## src/hbs_pkg.sv

```systemverilog
`timescale 1ns / 1ps
// hbs_pkg.sv: constants, codes and shared types of the height-map sampler.
// No dependencies; compile first.
package hbs_pkg;

    localparam int FRAC_W     = 16;
    localparam int COORD_W    = 17;
    localparam int INDEX_W    = 16;
    localparam int VALUE_W    = 32;
    localparam int CFG_W      = 11;
    localparam int CFG_ADDR_W = 1;
    localparam int OUT_W      = 48;

    localparam int IN_DATA_W  = 88;
    localparam int IDX_LSB    = 0;
    localparam int VAL_LSB    = IDX_LSB + INDEX_W;
    localparam int U_LSB      = VAL_LSB + VALUE_W;
    localparam int V_LSB      = U_LSB + COORD_W;

    localparam int HALF_TEXEL = 32768;

    localparam logic [CFG_W-1:0] DIM_RESET = 11'd256;

    localparam logic [CFG_ADDR_W-1:0] CFG_MAP_WIDTH  = 1'b0;
    localparam logic [CFG_ADDR_W-1:0] CFG_MAP_HEIGHT = 1'b1;

    localparam int OUT_DEPTH  = 4;
    localparam int OUT_PTR_W  = 2;
    localparam int CREDIT_W   = 3;

    localparam int SLOT_W = 2;
    localparam logic [SLOT_W-1:0] SLOT_FIRST = 2'd0;
    localparam logic [SLOT_W-1:0] SLOT_NEXT  = 2'd1;
    localparam logic [SLOT_W-1:0] SLOT_LAST  = 2'd3;

    typedef enum logic {
        CMD_WRITE  = 1'b0,
        CMD_SAMPLE = 1'b1
    } hbs_cmd_t;

    typedef struct packed {
        logic [FRAC_W-1:0] sx;
        logic [FRAC_W-1:0] sy;
    } hbs_wt_t;

    typedef struct packed {
        logic              valid;
        logic [SLOT_W-1:0] slot;
        hbs_wt_t           wt;
    } hbs_tag_t;

endpackage

```

## src/hbs_addr.sv

```systemverilog
`timescale 1ns / 1ps
// hbs_addr.sv: two-stage front end; texel position, edge clamp and corner addresses.
// Depends on hbs_pkg.
module hbs_addr #(
    parameter int STORE_DEPTH = 65536,
    parameter int MAX_DIM     = 1024,
    parameter int HEIGHT_BITS = 32,
    localparam int ADDR_W     = $clog2(STORE_DEPTH),
    localparam int DIM_W      = $clog2(MAX_DIM + 1)
) (
    input  logic                                  clk,
    input  logic                                  rst_n,
    input  logic                                  in_valid,
    output logic                                  in_ready,
    input  hbs_pkg::hbs_cmd_t                     in_cmd,
    input  logic [hbs_pkg::INDEX_W-1:0]           in_index,
    input  logic [hbs_pkg::VALUE_W-1:0]           in_value,
    input  logic [hbs_pkg::COORD_W-1:0]           in_u,
    input  logic [hbs_pkg::COORD_W-1:0]           in_v,
    input  logic [hbs_pkg::CFG_W-1:0]             map_width,
    input  logic [hbs_pkg::CFG_W-1:0]             map_height,
    output logic                                  op_valid,
    input  logic                                  op_ready,
    output hbs_pkg::hbs_cmd_t                     op_cmd,
    output logic [3:0][ADDR_W-1:0]                op_addr,
    output logic [HEIGHT_BITS-1:0]                op_wdata,
    output hbs_pkg::hbs_wt_t                      op_wt
);
    import hbs_pkg::*;

    localparam int P_W    = COORD_W + DIM_W;
    localparam int CELL_W = P_W - FRAC_W;
    localparam int IDX_W  = 2 * DIM_W;

    typedef struct packed {
        logic [DIM_W-1:0]  lo;
        logic [DIM_W-1:0]  hi;
        logic [FRAC_W-1:0] wt;
    } axis_t;

    function automatic logic [DIM_W-1:0] eff_dim(input logic [CFG_W-1:0] d);
        logic [DIM_W-1:0] r;
        if (d == '0)
            r = DIM_W'(1);
        else if (32'(d) > MAX_DIM)
            r = DIM_W'(MAX_DIM);
        else
            r = DIM_W'(d);
        return r;
    endfunction

    function automatic axis_t axis_of(input logic [COORD_W-1:0] coord,
                                      input logic [DIM_W-1:0]   dim);
        logic [P_W-1:0]    pos;
        logic [CELL_W-1:0] pos_int;
        logic [CELL_W-1:0] top;
        logic [CELL_W-1:0] lo;
        axis_t             r;
        pos     = P_W'(coord) * P_W'(dim) + P_W'(HALF_TEXEL);
        pos_int = pos[P_W-1:FRAC_W];
        top     = CELL_W'(dim) - CELL_W'(1);
        r.hi    = (pos_int < top) ? DIM_W'(pos_int) : DIM_W'(top);
        lo      = (pos_int == '0) ? '0 : pos_int - CELL_W'(1);
        r.lo    = (lo > top) ? DIM_W'(top) : DIM_W'(lo);
        r.wt    = pos[FRAC_W-1:0];
        return r;
    endfunction

    logic [DIM_W-1:0] eff_w;
    logic [DIM_W-1:0] eff_h;
    axis_t            ax_u;
    axis_t            ax_v;

    logic                   s1_valid_reg;
    hbs_cmd_t               s1_cmd_reg;
    logic [ADDR_W-1:0]      s1_waddr_reg;
    logic [HEIGHT_BITS-1:0] s1_wdata_reg;
    axis_t                  s1_ax_u_reg;
    axis_t                  s1_ax_v_reg;

    logic                   s2_valid_reg;
    hbs_cmd_t               s2_cmd_reg;
    logic [3:0][ADDR_W-1:0] s2_addr_reg;
    logic [HEIGHT_BITS-1:0] s2_wdata_reg;
    hbs_wt_t                s2_wt_reg;

    logic s1_ready;
    logic s2_ready;

    logic [IDX_W-1:0]       row_lo;
    logic [IDX_W-1:0]       row_hi;
    logic [3:0][ADDR_W-1:0] addr_next;

    assign eff_w = eff_dim(map_width);
    assign eff_h = eff_dim(map_height);
    assign ax_u  = axis_of(in_u, eff_w);
    assign ax_v  = axis_of(in_v, eff_h);

    assign s2_ready = !s2_valid_reg || op_ready;
    assign s1_ready = !s1_valid_reg || s2_ready;
    assign in_ready = s1_ready;

    always_comb
    begin
        row_lo = IDX_W'(s1_ax_v_reg.lo) * IDX_W'(eff_w);
        row_hi = IDX_W'(s1_ax_v_reg.hi) * IDX_W'(eff_w);
        addr_next[0] = ADDR_W'(row_lo + IDX_W'(s1_ax_u_reg.lo));
        addr_next[1] = ADDR_W'(row_lo + IDX_W'(s1_ax_u_reg.hi));
        addr_next[2] = ADDR_W'(row_hi + IDX_W'(s1_ax_u_reg.lo));
        addr_next[3] = ADDR_W'(row_hi + IDX_W'(s1_ax_u_reg.hi));
        if (s1_cmd_reg == CMD_WRITE)
        begin
            addr_next[0] = s1_waddr_reg;
        end
    end

    always_ff @(posedge clk or negedge rst_n)
    begin
        if (!rst_n)
        begin
            s1_valid_reg <= 1'b0;
            s2_valid_reg <= 1'b0;
        end
        else
        begin
            if (s1_ready)
                s1_valid_reg <= in_valid;
            if (s2_ready)
                s2_valid_reg <= s1_valid_reg;
        end
    end

    always_ff @(posedge clk)
    begin
        if (s1_ready && in_valid)
        begin
            s1_cmd_reg   <= in_cmd;
            s1_waddr_reg <= ADDR_W'(in_index);
            s1_wdata_reg <= HEIGHT_BITS'($signed(in_value));
            s1_ax_u_reg  <= ax_u;
            s1_ax_v_reg  <= ax_v;
        end
        if (s2_ready && s1_valid_reg)
        begin
            s2_cmd_reg   <= s1_cmd_reg;
            s2_addr_reg  <= addr_next;
            s2_wdata_reg <= s1_wdata_reg;
            s2_wt_reg.sx <= s1_ax_u_reg.wt;
            s2_wt_reg.sy <= s1_ax_v_reg.wt;
        end
    end

    assign op_valid = s2_valid_reg;
    assign op_cmd   = s2_cmd_reg;
    assign op_addr  = s2_addr_reg;
    assign op_wdata = s2_wdata_reg;
    assign op_wt    = s2_wt_reg;

endmodule

```

## config.mk

```make
export PLATFORM = sky130hd
export DESIGN_NAME = hbs_addr
export DESIGN_NICKNAME = d
export VERILOG_FILES = /design/src/hbs_pkg.sv /design/src/hbs_addr.sv
export SDC_FILE = /design/constraint.sdc
export NUM_CORES = 2
export LEC_CHECK = 0
export BUFFER_PORTS_ARGS = -buffer_cell sky130_fd_sc_hd__buf_2
export CAP_MARGIN = 40
export CORE_UTILIZATION = 45
export CTS_BUF_LIST = sky130_fd_sc_hd__clkbuf_16
export DETAILED_ROUTE_END_ITERATION = 12
export GPL_ROUTABILITY_DRIVEN = 0
export GPL_TIMING_DRIVEN = 0
export PLACE_DENSITY_LB_ADDON = 0.25
export SETUP_SLACK_MARGIN = 0.05
export SYNTH_ARGS = -nofsm -noshare
export SYNTH_HDL_FRONTEND = slang
export SYNTH_SLANG_ARGS = --single-unit
```

## constraint.sdc

```tcl
create_clock -name clk -period 5.4 [get_ports clk]
set_clock_uncertainty 0.2 [all_clocks]
set_input_delay 1.08 -clock clk [delete_from_list [all_inputs] [get_ports clk]]
set_output_delay 1.08 -clock clk [all_outputs]
set_load 0.005 [all_outputs]
```

==> results_dict.tcl <==
set metrics [dict create \
    final_common_cell "inv_1" \
    crit_path_end_kind "flop" \
    first_pass_iters 5 \
    clock_latency_ps 570 \
    grt_max_degree 70 \
    ys_seq_elements 256 \
    avgSynthCellArea_um2 9.74 \
    crit_type "input pin to flop" \
    initial_core_util_pct 45.4 \
    grt_remaining_overflow 0 \
    ys_types 86 \
    fin_area_um2 40100 \
    rows 97 \
    crit_path_start_kind "input pin" \
    viasPerCell 5.21 \
    cts-root-buf "clkbuf_16" \
    setup_tns_ps -168180 \
    cts_hold_buf 0 \
    hold_path.class "input pin to asynchronous set/reset pin" \
    grt_pass1_vias 24100 \
    largest_reg_flops 64 \
    instances_no_fill 4649 \
    route.detailed.drc 0 \
    dp_cells 4444 \
    hold_violations 0 \
    dieWidth_um 268 \
    synth_area_um2 31700 \
    synth_edf_count 254 \
    cts_sinks 256 \
    drv_slew 0 \
    critPathSlowestCell "or4_4" \
    antenna_found_initial 4 \
    area_delta_synth_final_pct 26.4 \
    clk_pin_slew_ps 60 \
    violations "negative setup slack" \
    setup_slack_ps -3900 \
    drt_iter0_markers 1454 \
    synthCells 3257 \
    period_needed_ps 9300 \
    yosys.area.top_type_share_pct 25.7 \
    fmax_ghz 0.107 \
    route.final.wire_length_mm 85.5 \
    path_common_cell "fa_1" \
    htree_levels 1 \
    vias 24200 \
    critPathMaxFanout 6 \
    critical_path_arrival_ps 9500 \
    clockBufferDepth 3 \
    status "finished with violations" \
    ys_seq_area_share_pct 24.2 \
    grtUsageTotal_pct 23.7 \
    die-area_um2 71600 \
    num-fill-cells 5994 \
    coreArea_um2 69900 \
    critPathRequiredTime_ps 5600 \
    drive_gt1_share_pct 26.1 \
    drv_cap 0 \
    rsz0062_at_grt "true" \
    fin_crit_sh_pct 172 \
    max_stage_delay_ps 550 \
    boundaryPins 240 \
    die_h_um 268 \
    placed_area_um2 35600 \
    finalSetupViolations 92 \
    async_flop_share_pct 0.781 \
    final_core_util_pct 57.4 \
    numPortBuffers 239 \
    max_slew_margin_pct 39.1 \
    nets 4527 \
    synth_area_leaders "fa_1 26%, edfxtp_1 24%, ha_1 13%, inv_1 6.8%, and2_1 4.9%" \
    dp_hpwl_mm 65.9 \
    cts_tree "built" \
    yosys_warnings 0 \
    layout_common_cells "557 x inv_1, 390 x fa_1, 362 x nand2_1" \
    synth-main-ff-cell "edfxtp_1" \
    numCtsBuffers 27 \
    antenna_left 0 \
    grt_pass1_wl_mm 132 \
    synth_top_area_cell "fa_1" \
    tightest_slew_ps 907 \
    wl_per_cell_um 18.4 \
]
-- area by class of cell --
| cell class | instances | area [um2] | area share, % |
|---|---|---|---|
| clock buffers | 27 | 676 | 1.68 |
| flip-flops and latches | 256 | 7680 | 19.1 |
| well taps | 940 | 1180 | 2.93 |
| plain buffers | 137 | 1320 | 3.28 |
| diodes | 3 | 7.51 | 0.0187 |
| repair buffers | 402 | 2710 | 6.75 |
| multi-input cells | 2285 | 24100 | 60.2 |
| clock inverters | 20 | 229 | 0.571 |
| inverters | 579 | 2180 | 5.43 |
-- worst max-delay path: cells and delay by family --
| family | cells | cell delay (ps) |
|---|---|---|
| AOI/OAI and AO/OA | 8 | 1620 |
| adders and majority gates | 8 | 3150 |
| buffers and inverters | 10 | 970 |
| and+or+nand+nor | 12 | 2660 |
-- synthesized netlist by cell type, types with 5 or more instances --
| cell type | number |
|---|---|
| inv_1 | 577 |
| nand2_1 | 411 |
| fa_1 | 408 |
| ha_1 | 322 |
| edfxtp_1 | 254 |
| and2_1 | 251 |
| clkbuf_1 | 128 |
| xnor2_1 | 122 |
| a21oi_1 | 97 |
| nor2_1 | 94 |
| o21ai_0 | 60 |
| a21o_1 | 40 |
| nand2b_1 | 36 |
| nor3_1 | 36 |
| nor2b_1 | 34 |
| and3_1 | 33 |
| xor2_1 | 32 |
| nand3_1 | 28 |
| mux2i_1 | 22 |
| o31ai_1 | 21 |
| nand4_1 | 20 |
| o211ai_1 | 15 |
| o21a_1 | 15 |
| or3_1 | 15 |
| mux2_2 | 13 |
| a211oi_1 | 9 |
| a31oi_1 | 9 |
| o21bai_1 | 9 |
| or2_2 | 9 |
| nor3b_1 | 7 |
| o22ai_1 | 7 |
| or4_1 | 7 |
| and4_1 | 6 |
| buf_2 | 6 |
| nand3b_1 | 6 |
| a211o_1 | 5 |
| o2111a_1 | 5 |
-- per-layer routing --
layer  global-route usage (%)  vias to the layer above  wire (um)
met5                        0                        -          0
met4                     6.25                        0       2550
met3                     2.64                      148       4870
met2                     41.6                      706      42400
met1                     30.9                    12000      35700
li1                         -                    11400          -
-- final timing paths --
path / startpoint / to / slack (ps) / cells past startpoint
max in group asynchronous: rst_n / s1_valid_reg$_DFFE_PN0N_ / 4820 / 1
max: map_height[5] / s1_ax_v_reg[37]$_DFFE_PP_ / -3900 / 38
min in group clk: s1_ax_u_reg[14]$_DFFE_PP_ / op_wt[30]$_DFFE_PP_ / 210 / 0
max reg2reg: s1_ax_v_reg[32]$_DFFE_PP_ / op_addr[15]$_DFFE_PP_ / -810 / 20
min: rst_n / op_valid$_DFFE_PN0P_ / 80 / 1
min reg2reg: s1_ax_u_reg[14]$_DFFE_PP_ / op_wt[30]$_DFFE_PP_ / 210 / 0
-- timing repair --
action,4_1_cts,5_1_grt
endpoints found under the setup margin,105,101
pin swaps,123,136
buffers inserted,109,44
resized for setup,267,222
cloned,6,0
-- logic make-up after synthesis --
logic type               Yosys count  share of synthesized area [%]
AO/OA/AOI/OAI                    347                           7.26
XOR/XNOR                         154                           4.25
adder cells (fa/ha/maj)          730                           38.4
buffers and inverters            719                           8.58
flip-flops                       256                           24.2
multiplexers                      37                           1.23
other                              1                         0.0118
AND/OR/NAND/NOR                 1013                           16.1
-- through the flow --
step / setup slack (ps) / hold slack, ps
floorplan: -4110 / 200
global placement: -5390 / 201
detailed placement: -5370 / 205
CTS: -3820 / 54.5
global route: -4170 / 67.2
finish: -3900 / 84.2
Power is left out: the tool's default activity adds up to more than one toggle a clock period on the data nets, which glitch-free logic cannot reach.
